## src/hw/rtl/cpc_pkg.sv

```systemverilog
package cpc_pkg;

   localparam int COORD_WIDTH = 16;
   localparam int EDGE_WIDTH  = COORD_WIDTH + 1;
   localparam int PROD_WIDTH  = 2 * EDGE_WIDTH;
   localparam int DIFF_WIDTH  = PROD_WIDTH + 1;

   localparam int CSR_ADDR_WIDTH = 3;
   localparam int CSR_DATA_WIDTH = 32;
   localparam logic CSR_IDX_ORIENTATION_MODE = 1'b0;

   localparam logic [1:0] SIGN_NONE = 2'd0;
   localparam logic [1:0] SIGN_POS  = 2'd1;
   localparam logic [1:0] SIGN_NEG  = 2'd2;

   localparam logic [1:0] STATUS_CONVEX     = 2'd0;
   localparam logic [1:0] STATUS_NOT_CONVEX = 2'd1;
   localparam logic [1:0] STATUS_TOO_FEW    = 2'd2;

   localparam logic MODE_CLOCKWISE = 1'b0;

   typedef struct packed {
      logic signed [EDGE_WIDTH-1:0] x;
      logic signed [EDGE_WIDTH-1:0] y;
   } vec_type;

   typedef struct packed {
      logic last;
      logic few;
      logic chk_enter;
      logic chk_close;
   } ctl_type;

   typedef struct packed {
      ctl_type ctl;
      vec_type prior_edge;
      vec_type edge_in;
      vec_type closing;
      vec_type first_edge;
   } edges_type;

   typedef struct packed {
      ctl_type ctl;
      logic signed [PROD_WIDTH-1:0] p1a;
      logic signed [PROD_WIDTH-1:0] p1b;
      logic signed [PROD_WIDTH-1:0] p2a;
      logic signed [PROD_WIDTH-1:0] p2b;
      logic signed [PROD_WIDTH-1:0] p3a;
      logic signed [PROD_WIDTH-1:0] p3b;
   } prods_type;

   typedef struct packed {
      logic [1:0] turn_sign;
      logic       failed;
   } fold_type;

   function automatic fold_type fold_turn(fold_type st, logic [1:0] s, logic mode);
      fold_type r;
      r = st;
      if (s == SIGN_NONE) begin
         r.failed = 1'b1;
      end else if (mode == MODE_CLOCKWISE) begin
         if (s != SIGN_NEG) r.failed = 1'b1;
      end else if (st.turn_sign == SIGN_NONE) begin
         r.turn_sign = s;
      end else if (st.turn_sign != s) begin
         r.failed = 1'b1;
      end
      return r;
   endfunction

endpackage

```

## src/hw/rtl/cpc_front.sv

```systemverilog
module cpc_front (
   input  logic                                   clock,
   input  logic                                   reset,
   input  logic                                   req_valid,
   output logic                                   req_stall,
   input  logic signed [cpc_pkg::COORD_WIDTH-1:0] req_vertex_x,
   input  logic signed [cpc_pkg::COORD_WIDTH-1:0] req_vertex_y,
   input  logic                                   req_last_vertex,
   input  logic                                   s1_take,
   output logic                                   s1_valid,
   output cpc_pkg::edges_type                     s1_data
);

   localparam int CW = cpc_pkg::COORD_WIDTH;

   logic signed [CW-1:0] first_x_ff, first_y_ff, prior_x_ff, prior_y_ff;
   logic signed [CW-1:0] first_x_in, first_y_in, prior_x_in, prior_y_in;
   cpc_pkg::vec_type     first_edge_ff, first_edge_in, prior_edge_ff, prior_edge_in;
   logic [1:0]           seen_count_ff, seen_count_in;
   logic                 valid_ff, valid_in;
   cpc_pkg::edges_type   data_ff, data_in;
   cpc_pkg::vec_type     e, c;
   logic                 load, accept;

   assign load      = !valid_ff || s1_take;
   assign req_stall = !load;
   assign accept    = req_valid && load;

   assign e.x = {req_vertex_x[CW-1], req_vertex_x} - {prior_x_ff[CW-1], prior_x_ff};
   assign e.y = {req_vertex_y[CW-1], req_vertex_y} - {prior_y_ff[CW-1], prior_y_ff};
   assign c.x = {first_x_ff[CW-1], first_x_ff} - {req_vertex_x[CW-1], req_vertex_x};
   assign c.y = {first_y_ff[CW-1], first_y_ff} - {req_vertex_y[CW-1], req_vertex_y};

   always_comb begin
      first_x_in    = first_x_ff;
      first_y_in    = first_y_ff;
      prior_x_in    = prior_x_ff;
      prior_y_in    = prior_y_ff;
      first_edge_in = first_edge_ff;
      prior_edge_in = prior_edge_ff;
      seen_count_in = seen_count_ff;
      valid_in      = valid_ff;
      data_in       = data_ff;
      if (load) begin
         valid_in                   = accept;
         data_in.ctl.last           = req_last_vertex;
         data_in.ctl.few            = req_last_vertex && !seen_count_ff[1];
         data_in.ctl.chk_enter      = seen_count_ff[1];
         data_in.ctl.chk_close      = req_last_vertex && seen_count_ff[1];
         data_in.prior_edge         = prior_edge_ff;
         data_in.edge_in            = e;
         data_in.closing            = c;
         data_in.first_edge         = first_edge_ff;
      end
      if (accept) begin
         if (seen_count_ff == 2'd0) begin
            first_x_in = req_vertex_x;
            first_y_in = req_vertex_y;
         end else begin
            if (seen_count_ff == 2'd1) first_edge_in = e;
            prior_edge_in = e;
         end
         prior_x_in = req_vertex_x;
         prior_y_in = req_vertex_y;
         // saturate at three; a last vertex starts a new polygon
         if (req_last_vertex) begin
            seen_count_in = 2'd0;
         end else if (seen_count_ff != 2'd3) begin
            seen_count_in = seen_count_ff + 2'd1;
         end
      end
   end

   always_ff @(posedge clock) begin
      if (reset) begin
         seen_count_ff <= 2'd0;
         valid_ff      <= 1'b0;
      end else begin
         seen_count_ff <= seen_count_in;
         valid_ff      <= valid_in;
      end
      first_x_ff    <= first_x_in;
      first_y_ff    <= first_y_in;
      prior_x_ff    <= prior_x_in;
      prior_y_ff    <= prior_y_in;
      first_edge_ff <= first_edge_in;
      prior_edge_ff <= prior_edge_in;
      data_ff       <= data_in;
   end

   assign s1_valid = valid_ff;
   assign s1_data  = data_ff;

endmodule

```

## config.mk

```make
export PLATFORM = sky130hd
export DESIGN_NAME = cpc_front
export DESIGN_NICKNAME = d
export VERILOG_FILES = /design/src/hw/rtl/cpc_pkg.sv /design/src/hw/rtl/cpc_front.sv
export SDC_FILE = /design/constraint.sdc
export NUM_CORES = 1
export LEC_CHECK = 0
export BUFFER_PORTS_ARGS = -buffer_cell sky130_fd_sc_hd__buf_2
export CAP_MARGIN = 15
export CORE_MARGIN = 2
export CORE_UTILIZATION = 38
export CTS_CLUSTER_DIAMETER = 50
export CTS_CLUSTER_SIZE = 30
export DETAILED_ROUTE_END_ITERATION = 8
export GPL_TIMING_DRIVEN = 0
export HOLD_SLACK_MARGIN = 0.05
export PLACE_DENSITY = 0.58
export SLEW_MARGIN = 20
export SYNTH_ARGS = -nofsm -noshare
export SYNTH_HDL_FRONTEND = slang
export SYNTH_SLANG_ARGS = --single-unit
```

## constraint.sdc

```tcl
create_clock -name clock -period 8.5 [get_ports clock]
set_input_delay 1.275 -clock clock [delete_from_list [all_inputs] [get_ports clock]]
set_output_delay 1.275 -clock clock [all_outputs]
set_load 0.05 [all_outputs]
```

# == Word level (Yosys, flattened, before mapping) ==
# Cells that the tools add are included.
# op_classes
add_sub_neg,5
n_mul,0
div_mod_pow,0
n_lt_le_gt_ge,0
eq_ne,2
n_shift,0
n_mux,2
n_bitwise,1
n_reduce_logical,13
# ops
operator,n
subtractor 16 x 16 -> 17 bit,4
AND reduction 2 bit,3
2-to-1 mux 2 bit,2
logical AND 1 bit,3
zero test 1 bit,3
AND reduction 3 bit,1
"adder 2 x 1 -> 2 bit, second input constant",1
"equality test 2 x 1 -> 1 bit, second input constant",1
zero test 2 bit,1
"inequality test 2 bit, second input constant",1
nonzero test 2 bit,1
logical OR 1 bit,1
NOT 1 bit,1
# word_totals
ff_bits,275
latchBits,0
ram_bits,0
romBits,0
inputBits,37
output_inout_bits,142
word_cells,45
memories,0

# == Depth between registers and ports, before layout ==
# logic_depth
word_depth,4
mapped_depth,9

# == Worst setup path after synthesis ==
# Ideal clock, no wire load.
# synth_timing
path_kind,input -> register
startpoint,input port s1_take
endpoint,register first_edge_ff[0] (netlist bit) (enable)
setup_ps,394
arrival_ps,7770
required_ps,8106
slack_ps,335
path_stages,4
n_path_buf,0
cell_sequence,nand2b_1 -> nand2_1 -> nor2_1 -> and2_1
# synth_via
elab_chain_len,3
# synth_rtl
item,line,source
start: declaration,cpc_front.sv:9,"input logic s1_take,"
logical OR 1 bit,cpc_front.sv:25,assign load = !valid_ff || s1_take;
logical AND 1 bit,cpc_front.sv:27,assign accept = req_valid && load;
AND reduction 3 bit (no line),-,
end signal: assignment,cpc_front.sv:86,first_edge_ff <= first_edge_in;
end: declaration,cpc_front.sv:18,"cpc_pkg::vec_type first_edge_ff, first_edge_in, prior_edge_ff, prior_edge_in;"
# No other way between the ends.
# A chain may end at the register's enable or synchronous reset.

# == Worst setup path in the final report ==
# layout_timing
startpoint,input port s1_take
endpoint,output port req_stall
# layout_via
elab_chain_len,2
# layout_rtl
item,line,source
logical OR 1 bit,cpc_front.sv:25,
zero test 1 bit,cpc_front.sv:26,assign req_stall = !load;
end: declaration,cpc_front.sv:5,"output logic req_stall,"
# No other way between the ends.

==> results by group <==
Detailed routing
  • Detail-routed via count per cell: 4.84
  • Pre-Repair DR Iteration Count: 4
  • DRT iter0 DRCs: 512
  • # DRC: 0
  • Routed Antenna Nets: 0
  • Detailed Route WL: 22900 um
  • Per-cell routed wire length: 16.3 um
  • Vias: 6813

Worst hold path
  • Worst Hold Class: reg -> reg
  • Hold worst-path end: s1_data[1]
  • Hold depth: 0
  • Hold wc startpoint: first_edge_ff[1]

STA
  • Slew Viols, Final: 0
  • Worst setup margin: 4.70 ns
  • Post-layout minimum cycle time: 3.80 ns
  • # setup viols final: 0
  • Setup_tns: 0 ns
  • Worst slew pin tran: 0.638 ns
  • Max-Slew Margin vs Limit: 56.9%
  • Achievable clock frequency: 263 MHz
  • Final cycle utilization of the critical path: 44.7%
  • Hold Fails Final Rpt: 0
  • RSZ-0062 raised after global routing: no
  • Worst hold slack: 0.418 ns
  • Layout Skew: 0.0200 ns

Critical path
  • Reg2reg start: prior_y_ff[0]
  • R2R depth: 8
  • Worst R2R Setup Slack: 5.78 ns
  • Crit path kind: in -> out
  • Slowest Stage Delay on Critical Path: 0.32 ns
  • Worst-path cell chain: buf_2, nand2b_4, buf_12, buf_16, inv_1, buf_2
  • Crit path launch type: input pin
  • Crit Path Max Fanout: 52
  • FF-to-FF End: first_edge_ff[16]
  • CP top delay family: buffers and inverters
  • Required time worst endpoint: 7.22 ns
  • CP arrival: 2.52 ns
  • Critical Path End Type: primary output
  • Critical Path Slowest Stage Cell: nand2b_4
  • Top cell by count, worst path: buf_2
  • CP bufs+invs: 5

Yosys
  • Post-synthesis adder-cell area fraction: 7.88%
  • Largest family of logic cells by synthesized area: compound AO/OA/AOI/OAI gates
  • Synth unique cells: 59
  • Cell count after synthesis: 770
  • Compound-gate portion of the synthesized area: 9.77%
  • Ys async rst share: 0%
  • Synth Area in Simple Gates: 4.96%
  • Seq cells post-synth: 275
  • Mapped Avg Cell Area: 15.1 um^2
  • XOR/XNOR share of the synthesized area: 3.38%
  • Seq/Total Area, Yosys: 70.6%
  • EDFF count, synth: 272
  • Top FF cell, synth: edfxtp_1
  • Synthesized area: 11600 um^2
  • Yosys warns: 0
  • Post-Syn Nets: 878
  • Mux contribution to synthesized area: 0.258%

GRT
  • Largest net degree at the start of global routing: 53
  • Overflow after GRT: 0
  • Initial antenna violation count: 0
  • All-Layer GR Usage: 14.3%
  • Vias in the first global route: 6844
  • First-pass GRT wire length: 35600 um

Power and ir drop
  • Comb pwr share: 20.0%
  • Flop pwr share: 45.1%
  • Leakage: 0.00580 uW
  • Overall Power: 3710 uW
  • Pwr dens: 261 nW/um^2
  • Net Sw Frac: 31.5%
  • Internal Power: 2540 uW
  • Clock Power Share: 34.9%
  • Psw: 1170 uW
  • Peak supply drop: 0.148 mV

Placed design
  • Setup WS pre-CTS: 4.64 ns
  • Dpl cells: 1351
  • HPWL after detailed placement: 16500 um
  • Port Buf Inserts: 178
  • Final GP Congestion: 0.846

Finish
  • Fill cell count: 2705
  • Diodes inserted: 0
  • Area delta synth->final: 22.2%
  • Cell Count, Final, Fillers Out: 1407
  • Highest-count cells in the layout ignoring fill and taps: edfxtp_1 (272), buf_2 (178), inv_1 (91)
  • Commonest non-fill, non-tap cell in the layout: edfxtp_1
  • Layout cells sized above 1: 25.0%
  • Final net count: 1095

Clock network
  • Clock Path Buffers: 3
  • TritonCTS sink count: 275
  • CTS Hold Bufs: 0
  • Clock Latency Late Sink: 0.55 ns
  • CTS resizes: 0
  • Clock root buffer: clkbuf_16
  • Clk slew on worst S/H paths: 0.07 ns
  • TritonCTS clock tree: yes
  • Number of setup buffers added after CTS: 0
  • H-tree Lvls: 1
  • Num CTS Buffers: 30

Floorplan
  • Chip Width: 179 um
  • Die Span Y: 179 um
  • Core ar.: 30300 um^2
  • # IOs: 179
  • Row count: 64
  • Initial Util: 38.4%
  • Area of the die: 32100 um^2

Status
  • Status: finished, final reports clean

Job
  • Max cap viols: 0
==> power by group through the flow <==
| stage | sequential (uW) | clock [uW] | combinational [uW] |
|---|---|---|---|
| 2_1_floorplan | 2020 | 0 | 250 |
| 3_3_place_gp | 1710 | 0 | 733 |
| 3_5_place_dp | 1700 | 0 | 747 |
| 4_1_cts | 1680 | 1340 | 752 |
| 5_1_grt | 1690 | 1400 | 799 |
| 6_report | 1670 | 1300 | 743 |
==> final cells by class <==
cell class	instances	area [um^2]	area share, %
flip-flops and latches	275	8230	57.8
inverters	92	345	2.43
plain buffers	4	16.3	0.114
multi-input cells	399	3080	21.6
repair buffers	185	1060	7.45
clock inverters	22	228	1.60
well taps	396	495	3.48
clock buffers	34	787	5.53
==> how the worst max path moves through the flow <==
stage,start,to,slack (ns),cells past startpoint
6_report,s1_take,req_stall,4.70,6
5_1_grt,s1_take,req_stall,4.58,6
4_1_cts,s1_take,req_stall,4.67,6
3_5_place_dp,s1_take,first_edge_ff[6],4.64,7
2_1_floorplan,s1_take,first_edge_ff[0],0.34,4
3_3_place_gp,s1_take,first_edge_ff[5],-3.91,5
==> cell families after synthesis <==
family | Yosys count
flip-flops | 275
AO/OA/AOI/OAI | 162
AND/OR/NAND/NOR | 118
buffers and inverters | 96
adder cells (fa/ha/maj) | 71
XOR/XNOR | 45
multiplexers | 3
==> through the flow <==
| step | util [%] | area, um^2 |
|---|---|---|
| after global placement | 43.0 | 13000 |
| after detailed placement | 43.6 | 13200 |
| after CTS | 46.9 | 14200 |
| after global routing | 46.9 | 14200 |
| after floorplan | - | 11600 |
| final | 46.9 | 14200 |
==> synth_stat cells, drive strengths merged (2+ instances only) <==
cell / number / share of area (%)
o21a: 16 / 1.0
nand2b: 6 / 0.32
and2: 3 / 0.16
o31a: 5 / 0.38
a41oi: 2 / 0.15
o31ai: 7 / 0.61
inv: 92 / 3.0
o211ai: 5 / 0.32
nor3: 6 / 0.26
nand2: 28 / 0.90
ha: 67 / 7.2
o311ai: 2 / 0.15
a211oi: 7 / 0.45
a221o: 2 / 0.17
a2111o: 3 / 0.29
xnor2: 31 / 2.3
nand4: 7 / 0.38
fa: 4 / 0.69
dfxtp: 3 / 0.52
mux2i: 3 / 0.26
o21bai: 5 / 0.32
a21oi: 45 / 2.0
a21o: 13 / 0.84
nand3: 8 / 0.34
o2111ai: 2 / 0.15
and3: 3 / 0.16
edfxtp: 272 / 70
nor2: 34 / 1.1
nor2b: 15 / 0.81
nor3b: 3 / 0.19
o21ai: 28 / 1.3
clkbuf: 4 / 0.14
a31oi: 7 / 0.50
xor2: 14 / 1.1
a311oi: 3 / 0.28
==> registers in the layout, summed over array words and instances, names as in the netlist <==
name and cells:
first_edge_ff 34, first_x_ff 16, first_y_ff 16, prior_edge_ff 34, prior_x_ff 16, prior_y_ff 16, s1_data 140, s1_valid 1
seen_count_ff 2
==> routing by layer <==
| layer | GRT usage (%) | routed length, um | vias up |
|---|---|---|---|
| li1 | - | - | 3338 |
| met1 | 17.7 | 9680 | 3254 |
| met2 | 24.8 | 11200 | 185 |
| met3 | 3.37 | 1540 | 36 |
| met4 | 4.10 | 431 | 0 |
| met5 | 0 | 0 | - |
Note: power is estimated with default switching activity, not from simulation.
