--- src/hw/rtl/cpc_pkg.sv ---
package cpc_pkg;

   localparam int COORD_WIDTH = 16;
   localparam int EDGE_WIDTH  = COORD_WIDTH + 1;
   localparam int PROD_WIDTH  = 2 * EDGE_WIDTH;
   localparam int DIFF_WIDTH  = PROD_WIDTH + 1;

   localparam int CSR_ADDR_WIDTH = 3;
   localparam int CSR_DATA_WIDTH = 32;
   localparam logic CSR_IDX_ORIENTATION_MODE = 1'b0;

   localparam logic [1:0] SIGN_NONE = 2'd0;
   localparam logic [1:0] SIGN_POS  = 2'd1;
   localparam logic [1:0] SIGN_NEG  = 2'd2;

   localparam logic [1:0] STATUS_CONVEX     = 2'd0;
   localparam logic [1:0] STATUS_NOT_CONVEX = 2'd1;
   localparam logic [1:0] STATUS_TOO_FEW    = 2'd2;

   localparam logic MODE_CLOCKWISE = 1'b0;

   typedef struct packed {
      logic signed [EDGE_WIDTH-1:0] x;
      logic signed [EDGE_WIDTH-1:0] y;
   } vec_type;

   typedef struct packed {
      logic last;
      logic few;
      logic chk_enter;
      logic chk_close;
   } ctl_type;

   typedef struct packed {
      ctl_type ctl;
      vec_type prior_edge;
      vec_type edge_in;
      vec_type closing;
      vec_type first_edge;
   } edges_type;

   typedef struct packed {
      ctl_type ctl;
      logic signed [PROD_WIDTH-1:0] p1a;
      logic signed [PROD_WIDTH-1:0] p1b;
      logic signed [PROD_WIDTH-1:0] p2a;
      logic signed [PROD_WIDTH-1:0] p2b;
      logic signed [PROD_WIDTH-1:0] p3a;
      logic signed [PROD_WIDTH-1:0] p3b;
   } prods_type;

   typedef struct packed {
      logic [1:0] turn_sign;
      logic       failed;
   } fold_type;

   function automatic fold_type fold_turn(fold_type st, logic [1:0] s, logic mode);
      fold_type r;
      r = st;
      if (s == SIGN_NONE) begin
         r.failed = 1'b1;
      end else if (mode == MODE_CLOCKWISE) begin
         if (s != SIGN_NEG) r.failed = 1'b1;
      end else if (st.turn_sign == SIGN_NONE) begin
         r.turn_sign = s;
      end else if (st.turn_sign != s) begin
         r.failed = 1'b1;
      end
      return r;
   endfunction

endpackage

--- src/hw/rtl/cpc_judge.sv ---
module cpc_judge (
   input  logic               clock,
   input  logic               reset,
   input  logic               orientation_mode,
   input  logic               s2_valid,
   input  cpc_pkg::prods_type s2_data,
   output logic               s2_take,
   output logic               rsp_valid,
   input  logic               rsp_stall,
   output logic [1:0]         rsp_status
);

   localparam int PW = cpc_pkg::PROD_WIDTH;
   localparam int DW = cpc_pkg::DIFF_WIDTH;

   cpc_pkg::fold_type    st_ff, st_in, st1, st2, st3;
   logic                 out_valid_ff, out_valid_in;
   logic [1:0]           status_ff, status_in;
   logic signed [DW-1:0] d1, d2, d3;
   logic [1:0]           sg1, sg2, sg3;
   logic                 out_free, consume;

   function automatic logic [1:0] sign_of(logic signed [DW-1:0] d);
      logic [1:0] s;
      if (d == '0) begin
         s = cpc_pkg::SIGN_NONE;
      end else if (d[DW-1]) begin
         s = cpc_pkg::SIGN_NEG;
      end else begin
         s = cpc_pkg::SIGN_POS;
      end
      return s;
   endfunction

   assign out_free = !out_valid_ff || !rsp_stall;
   assign s2_take  = !s2_data.ctl.last || out_free;
   assign consume  = s2_valid && s2_take;

   assign d1  = {s2_data.p1a[PW-1], s2_data.p1a} - {s2_data.p1b[PW-1], s2_data.p1b};
   assign d2  = {s2_data.p2a[PW-1], s2_data.p2a} - {s2_data.p2b[PW-1], s2_data.p2b};
   assign d3  = {s2_data.p3a[PW-1], s2_data.p3a} - {s2_data.p3b[PW-1], s2_data.p3b};
   assign sg1 = sign_of(d1);
   assign sg2 = sign_of(d2);
   assign sg3 = sign_of(d3);

   always_comb begin
      st1 = s2_data.ctl.chk_enter ? cpc_pkg::fold_turn(st_ff, sg1, orientation_mode) : st_ff;
      st2 = cpc_pkg::fold_turn(st1, sg2, orientation_mode);
      st3 = s2_data.ctl.chk_close ? cpc_pkg::fold_turn(st2, sg3, orientation_mode) : st1;

      st_in        = st_ff;
      out_valid_in = out_valid_ff;
      status_in    = status_ff;
      if (out_valid_ff && !rsp_stall) out_valid_in = 1'b0;
      if (consume) begin
         if (s2_data.ctl.last) begin
            st_in        = '0;
            out_valid_in = 1'b1;
            if (s2_data.ctl.few) begin
               status_in = cpc_pkg::STATUS_TOO_FEW;
            end else if (st3.failed) begin
               status_in = cpc_pkg::STATUS_NOT_CONVEX;
            end else begin
               status_in = cpc_pkg::STATUS_CONVEX;
            end
         end else begin
            st_in = st3;
         end
      end
   end

   always_ff @(posedge clock) begin
      if (reset) begin
         st_ff        <= '0;
         out_valid_ff <= 1'b0;
      end else begin
         st_ff        <= st_in;
         out_valid_ff <= out_valid_in;
      end
      status_ff <= status_in;
   end

   assign rsp_valid  = out_valid_ff;
   assign rsp_status = status_ff;

endmodule

--- config.mk ---
export PLATFORM = sky130hd
export DESIGN_NAME = cpc_judge
export DESIGN_NICKNAME = d
export VERILOG_FILES = /design/src/hw/rtl/cpc_pkg.sv /design/src/hw/rtl/cpc_judge.sv
export SDC_FILE = /design/constraint.sdc
export NUM_CORES = 1
export LEC_CHECK = 0
export BUFFER_PORTS_ARGS = -buffer_cell sky130_fd_sc_hd__buf_4
export CAP_MARGIN = 5
export CORE_AREA = 2 2 140 142
export DETAILED_ROUTE_END_ITERATION = 16
export DIE_AREA = 0 0 142 144
export GPL_TIMING_DRIVEN = 0
export PLACE_DENSITY_LB_ADDON = 0.3
export SYNTH_ARGS = -nofsm -noshare
export SYNTH_HDL_FRONTEND = slang
export SYNTH_SLANG_ARGS = --single-unit
--- constraint.sdc ---
create_clock -name clock -period 4.4 [get_ports clock]
set_clock_uncertainty 0.15 [all_clocks]
set_input_delay 0.88 -clock clock [delete_from_list [all_inputs] [get_ports clock]]
set_output_delay 0.88 -clock clock [all_outputs]
set_load 0.01 [all_outputs]
## Yosys cells after proc, flatten, opt, wreduce, memory -nomap -nowiden

Index checks and enable logic that the tools add are counted.

| word-level totals | value |
|---|---|
| bits in registers | 6 |
| output and inout bits | 4 |
| input port bits | 213 |

| cells by class | value |
|---|---|
| add/sub/neg operators | 3 |
| reduce and logical (&&, ||, !) cells | 17 |
| mux-type cells | 37 |
| eq/ne operators | 6 |

Operators with widths:

| cell | number |
|---|---|
| zero test 35 bit | 3 |
| subtractor 34 x 34 -> 35 bit | 3 |
| 2-to-1 mux 2 bit | 15 |
| 2-to-1 mux 1 bit | 19 |
| zero test 2 bit | 6 |
| 2-to-1 mux 3 bit | 3 |
| inequality test 2 bit | 3 |
| inequality test 2 bit (second input constant) | 3 |
| zero test 1 bit | 3 |
| logical AND 1 bit | 2 |
| logical OR 1 bit | 2 |
| AND reduction 2 bit | 1 |

## Depth between registers and ports, before layout

| depth | value |
|---|---|
| depth in word-level cells | 20 |
| depth in mapped cells | 16 |
| mapped depth without buffers | 16 |

## Worst setup path before layout

No wires, ideal clock.

| path | value |
|---|---|
| kind | input to register |
| start point | input s2_data[170] (netlist bit) |
| end point | register st_ff[2] (netlist bit) |
| arrival | 3901 ps |
| setup slack | 262 ps |
| data required time | 4164 ps |
| path buffers | 0 |
| stages | 16 |
| cell sequence | inv_1 -> ha_1 -> inv_1 -> fa_1 -> a21oi_1 -> o2bb2ai_4 -> o2111ai_2 -> nand3_4 -> a21oi_4 -> mux2i_1 -> or3_1 -> nor4_2 -> nand2_1 -> a21o_1 -> or3b_1 -> a221oi_2 |

| between the ends | value |
|---|---|
| cells in the longest elaborated chain, start to end | 17 |

Ends and longest elaborated chain:

| element | RTL line | source |
|---|---|---|
| start, declared | cpc_judge.sv:6 | `input cpc_pkg::prods_type s2_data,` |
| subtractor 34 x 34 -> 35 bit (*) | cpc_judge.sv:39 | `assign d1 = {s2_data.p1a[PW-1], s2_data.p1a} - {s2_data.p1b[PW-1], s2_data.p1b};` |
| zero test 35 bit / 2-to-1 mux 2 bit (equally long branches) | cpc_judge.sv:25, cpc_judge.sv:27 |  |
| 2-to-1 mux 2 bit (*) | cpc_judge.sv:25 | `if (d == '0) begin` |
| 2-to-1 mux 2 bit | cpc_pkg.sv:64 | `end else if (st.turn_sign == SIGN_NONE) begin` |
| 2-to-1 mux 2 bit | cpc_pkg.sv:62 | `end else if (mode == MODE_CLOCKWISE) begin` |
| 2-to-1 mux 2 bit (*) | cpc_pkg.sv:60 | `if (s == SIGN_NONE) begin` |
| 2-to-1 mux 3 bit (*) | cpc_judge.sv:47 | `st1 = s2_data.ctl.chk_enter ? cpc_pkg::fold_turn(st_ff, sg1, orientation_mode) : st_ff;` |
| zero test 2 bit | cpc_pkg.sv:64 |  |
| 2-to-1 mux 2 bit | cpc_pkg.sv:64 |  |
| 2-to-1 mux 2 bit | cpc_pkg.sv:62 |  |
| 2-to-1 mux 2 bit | cpc_pkg.sv:60 |  |
| zero test 2 bit | cpc_pkg.sv:64 |  |
| 2-to-1 mux 2 bit | cpc_pkg.sv:64 |  |
| 2-to-1 mux 2 bit | cpc_pkg.sv:62 |  |
| 2-to-1 mux 2 bit | cpc_pkg.sv:60 |  |
| 2-to-1 mux 3 bit (*) | cpc_judge.sv:49 | `st3 = s2_data.ctl.chk_close ? cpc_pkg::fold_turn(st2, sg3, orientation_mode) : st1;` |
| 2-to-1 mux 3 bit (*) | cpc_judge.sv:56 | `if (s2_data.ctl.last) begin` |
| end signal, assigned | cpc_judge.sv:77 | `st_ff <= st_in;` |
| end, declared | cpc_judge.sv:16 | `cpc_pkg::fold_type st_ff, st_in, st1, st2, st3;` |

Mark *: on every way between the ends. The rest lies on a longest branch, timed or not.
A chain may end at the register's enable or synchronous reset.

## Worst setup path in the final report

| path | value |
|---|---|
| start point | input s2_data[68] (netlist bit) |
| end point | register st_ff[2] (netlist bit) |

| between the ends | value |
|---|---|
| cells in the longest elaborated chain, start to end | 12 |

Ends and longest elaborated chain:

| element | RTL line | source |
|---|---|---|
| subtractor 34 x 34 -> 35 bit (*) | cpc_judge.sv:40 | `assign d2 = {s2_data.p2a[PW-1], s2_data.p2a} - {s2_data.p2b[PW-1], s2_data.p2b};` |
| zero test 35 bit / 2-to-1 mux 2 bit (equally long branches) | cpc_judge.sv:25, cpc_judge.sv:27 |  |
| 2-to-1 mux 2 bit (*) | cpc_judge.sv:25 |  |
| 2-to-1 mux 2 bit | cpc_pkg.sv:64 |  |
| 2-to-1 mux 2 bit | cpc_pkg.sv:62 |  |
| 2-to-1 mux 2 bit (*) | cpc_pkg.sv:60 |  |
| zero test 2 bit | cpc_pkg.sv:64 |  |
| 2-to-1 mux 2 bit | cpc_pkg.sv:64 |  |
| 2-to-1 mux 2 bit | cpc_pkg.sv:62 |  |
| 2-to-1 mux 2 bit (*) | cpc_pkg.sv:60 |  |
| 2-to-1 mux 3 bit (*) | cpc_judge.sv:49 |  |
| 2-to-1 mux 3 bit (*) | cpc_judge.sv:56 |  |

Marked as above.

==> reports/results.txt <==
The total overflow left after global routing is 0. The number of flops mapped to enable cells by yosys is 2. For this design the ratio of total power to cell area is 155.1 mW/mm². Global routing used 22.12% of the available tracks across all layers. The tree is rooted in a sky130_fd_sc_hd__clkbuf_16.

The most common cell after layout, fill and taps aside was sky130_fd_sc_hd__buf_4. The standard cell core area is 0.01908 mm². Summing all multi-input logic gate instances after layout gives 0.006914 mm². In the layout the commonest cells are sky130_fd_sc_hd__buf_4, sky130_fd_sc_hd__inv_1, sky130_fd_sc_hd__nand2_1.

For the net total in the final layout, the log shows 1690. The first global-routing pass estimated 38.41 mm of wire. The wire-length estimate of the detail-placed layout is 20.47 mm. The buffer depth of the longest clock path was 2; the mean number of vias per cell was 5.802. At the end of routability-driven placement, the weighted congestion stood at 0.9461. Measured along the y axis, the die boundary spans 144 µm. Share of the yosys chip area belonging to registers: 1.870%.

The number of different library cells used by synthesis comes to 95. Synthesis produced a netlist with a net count of 1472. The overall die width works out to 142 µm.

The number of clock sinks is 6, and the arrival time at the worst endpoint is 4290 ps. The overall via count from detail_route is 9335. For the register cell area after layout, the log shows 140.1 µm². The number of clock buffers inserted by TritonCTS is 3, and the area growth from synthesis to layout is 30.15%.

For this block, the routed nets add up to 24.42 mm of wire. Counting every instance in the synthesized netlist gives 1154. The post-synthesis sequential element count came out at 6. At the worst endpoint, the required time is 4390 ps. In the final layout, the share of cells above drive strength 1 is 23.19%. The min-delay analysis places its worst path in the category flip-flop to flip-flop. In this run the static leakage power is 4.512 nW. Clock-pin slew was measured on the worst setup and hold paths at 30 ps.

The number of core rows is 51. Once placement finished, the instance area stood at 0.009414 mm². The number of hold violations in the final report came out at 0. Summing all non-filler instances in the final layout gives an area of 0.009754 mm². The tools report the worst slew margin relative to its limit as 60.34%. The post-synthesis cell area came out at 0.007495 mm². After detailed routing, the average wire length per cell comes to 15.18 µm.

For this run, the number of Yosys warnings is 0. In this run, the number of DRC markers left after iteration 0 of detailed routing was 525. For this run, design rule violations remaining after detail routing come to 0.

The worst setup path is launched from an input pin. The hold-fix buffer count after cts was 0. The run finished with clean final reports. Entering global routing, the biggest net connects 11 pins. For this run, the leading register cell type out of synthesis is sky130_fd_sc_hd__dfxtp_1.

The worst-case IR drop observed on VDD is 0.08831 mV. The category of the most critical setup path was input pin to flip-flop. The worst setup path is captured at a flip-flop. The number of antenna violations at the first check in global routing is 0, and the maximum fanout count along the critical path is 5. The number of maximum-capacitance violations is 0.

The clock latency reported for the late side of the worst-skew pair is 230 ps, and the via count of the first global-routing pass is 8403. Summed over all failing endpoints, the final setup total negative slack is 0 ps. The run gives 0 as the final setup violation count. In this run the tool buffered the top-level ports with 216 buffer cells. For this configuration, the core starts out at a cell density of 39.28%.

Setup repair after global routing could not meet its margin everywhere. The number of max-slew violations in the final report is 0, and the diode insertion count for antenna repair is 0. TritonCTS built the clock tree. The number of H-tree levels is 1. The detail route stage leaves a number of antenna-violating nets equal to 0. For this run, the detailed router's first-pass iteration total came to 5.

The average instance in the mapped netlist occupies 6.495 µm². Derived from the worst setup path, the maximum achievable clock frequency is 0.2328 GHz. The worst path uses 97.61% of the clock period. The minimum clock period works out to 4295 ps. The count of filler cells inserted in the layout was 1973.

For this design the top-level I/O count stands at 217. The slew at the pin with the worst max-slew slack works out to 589.9 ps. The die covers 0.02045 mm². Counting flops with an async set or reset pin after synthesis yields a share of 0%.
[layout make-up]
type / instances / share of cell area, %
Multi-Input combinational cell: 974 / 70.88
Timing Repair Buffer: 222 / 17.09
Inverter: 131 / 5.041
Tap cell: 238 / 3.053
Buffer: 34 / 1.693
Sequential cell: 6 / 1.437
Clock buffer: 4 / 0.8081
[repair_timing]
item	4_1_cts	5_1_grt
gates resized for setup	0	58
buffers inserted	0	6
setup endpoints to repair	0	4
[critical path, stage by stage]
cell,delay (ps)
sky130_fd_sc_hd__buf_4,110
sky130_fd_sc_hd__ha_1,210
sky130_fd_sc_hd__fa_2,380
sky130_fd_sc_hd__nor2b_4,150
sky130_fd_sc_hd__o211a_4,200
sky130_fd_sc_hd__o2111ai_1,150
sky130_fd_sc_hd__a311oi_2,350
sky130_fd_sc_hd__or3_1,170
sky130_fd_sc_hd__o211ai_1,110
sky130_fd_sc_hd__or3_4,420
sky130_fd_sc_hd__nor4_4,290
sky130_fd_sc_hd__nand3_1,150
sky130_fd_sc_hd__o21ai_1,140
sky130_fd_sc_hd__or3b_1,370
sky130_fd_sc_hd__a221oi_2,210
[cell usage after synthesis, types with 4 or more instances]
| library cell | count | share of area, % |
|---|---|---|
| sky130_fd_sc_hd__dfxtp_1 | 4 | 1.1 |
| sky130_fd_sc_hd__ha_1 | 102 | 17 |
| sky130_fd_sc_hd__a311oi_1 | 5 | 0.58 |
| sky130_fd_sc_hd__o2111ai_1 | 10 | 1.2 |
| sky130_fd_sc_hd__mux2i_1 | 12 | 1.6 |
| sky130_fd_sc_hd__o31ai_1 | 11 | 1.1 |
| sky130_fd_sc_hd__inv_1 | 131 | 6.6 |
| sky130_fd_sc_hd__or3_1 | 10 | 0.83 |
| sky130_fd_sc_hd__and4_1 | 7 | 0.82 |
| sky130_fd_sc_hd__nand2b_1 | 8 | 0.67 |
| sky130_fd_sc_hd__o21ai_0 | 83 | 5.5 |
| sky130_fd_sc_hd__nor3b_1 | 5 | 0.50 |
| sky130_fd_sc_hd__nor2_1 | 82 | 4.1 |
| sky130_fd_sc_hd__nor4_1 | 8 | 0.67 |
| sky130_fd_sc_hd__a21o_1 | 13 | 1.3 |
| sky130_fd_sc_hd__nor3_1 | 26 | 1.7 |
| sky130_fd_sc_hd__clkbuf_1 | 31 | 1.6 |
| sky130_fd_sc_hd__a21oi_1 | 122 | 8.1 |
| sky130_fd_sc_hd__buf_2 | 8 | 0.53 |
| sky130_fd_sc_hd__a41oi_1 | 4 | 0.47 |
| sky130_fd_sc_hd__o211ai_1 | 19 | 1.9 |
| sky130_fd_sc_hd__o21a_1 | 24 | 2.4 |
| sky130_fd_sc_hd__a31oi_1 | 17 | 1.4 |
| sky130_fd_sc_hd__nand2_1 | 120 | 6.0 |
| sky130_fd_sc_hd__a211oi_1 | 10 | 1.0 |
| sky130_fd_sc_hd__o22ai_1 | 6 | 0.50 |
| sky130_fd_sc_hd__and2_1 | 9 | 0.75 |
| sky130_fd_sc_hd__xor2_1 | 25 | 2.9 |
| sky130_fd_sc_hd__o21bai_1 | 5 | 0.50 |
| sky130_fd_sc_hd__a21boi_0 | 8 | 0.80 |
| sky130_fd_sc_hd__nand3_1 | 36 | 2.4 |
| sky130_fd_sc_hd__xnor2_1 | 23 | 2.7 |
| sky130_fd_sc_hd__and3_1 | 8 | 0.67 |
| sky130_fd_sc_hd__o21ai_1 | 4 | 0.27 |
| sky130_fd_sc_hd__a21oi_2 | 6 | 0.70 |
| sky130_fd_sc_hd__o211a_1 | 7 | 0.93 |
| sky130_fd_sc_hd__a31o_2 | 4 | 0.47 |
| sky130_fd_sc_hd__nor2b_1 | 9 | 0.75 |
| sky130_fd_sc_hd__nand4_1 | 33 | 2.8 |
[report_power, final]
group | total [mW] | switching [mW] | internal (mW)
combinational | 1.30 | 0.735 | 0.562
clock | 0.153 | 0.0327 | 0.120
sequential | 0.0637 | 0.00255 | 0.0611
total | 1.51 | 0.770 | 0.743
[stage by stage]
step	instances	hold slack (ps)	total power, mW	util (%)	setup WS (ps)
finish	1609	379.1	1.513	51.12	105.1
global placement	1608	351.0	1.273	49.34	-176.0
detailed placement	1608	363.1	1.285	49.34	-216.8
global route	1609	420.6	1.655	51.12	-40.04
CTS	1612	366.9	1.449	49.75	11.58
floorplan	1154	322.0	0.9165	-	262.4
[final timing paths]
| check | startpoint | slack (ps) | depth (start not counted) | to |
|---|---|---|---|---|
| worst max-delay path | s2_data[68] | 110 | 15 | st_ff[2] |
| worst min-delay path | st_ff[2] | 380 | 2 | st_ff[2] |
| worst max register to register | st_ff[2] | 2520 | 6 | rsp_status[0] |
| worst min register to register | st_ff[2] | 380 | 2 | st_ff[2] |
[per-layer routing]
| metal | global-route usage [%] | wire (µm) | vias to the layer above |
|---|---|---|---|
| met1 | 29.06 | 10940 | 4242 |
| met3 | 1.523 | 1337 | 50 |
| met2 | 38.49 | 11450 | 334 |
| met4 | 7.316 | 692 | 0 |
| met5 | 0 | 0 | - |
| li1 | - | - | 4709 |
[logic make-up (layout without fill, tap and decap cells)]
group / count (synthesis) / after routing / share of synthesized area (%)
AO/OA/AOI/OAI: 414 / 414 / 37.00
XOR/XNOR: 48 / 48 / 5.609
adder cells (fa/ha/maj): 105 / 105 / 17.83
buffers and inverters: 174 / 391 / 9.165
flip-flops: 6 / 6 / 1.870
multiplexers: 15 / 15 / 2.053
AND/OR/NAND/NOR: 392 / 392 / 26.48
[flip-flops by register name, summed over array words and instances, names as in the netlist]
register	count
rsp_valid	1
rsp_status	2
st_ff	3
(Power assumes the default switching activity.)
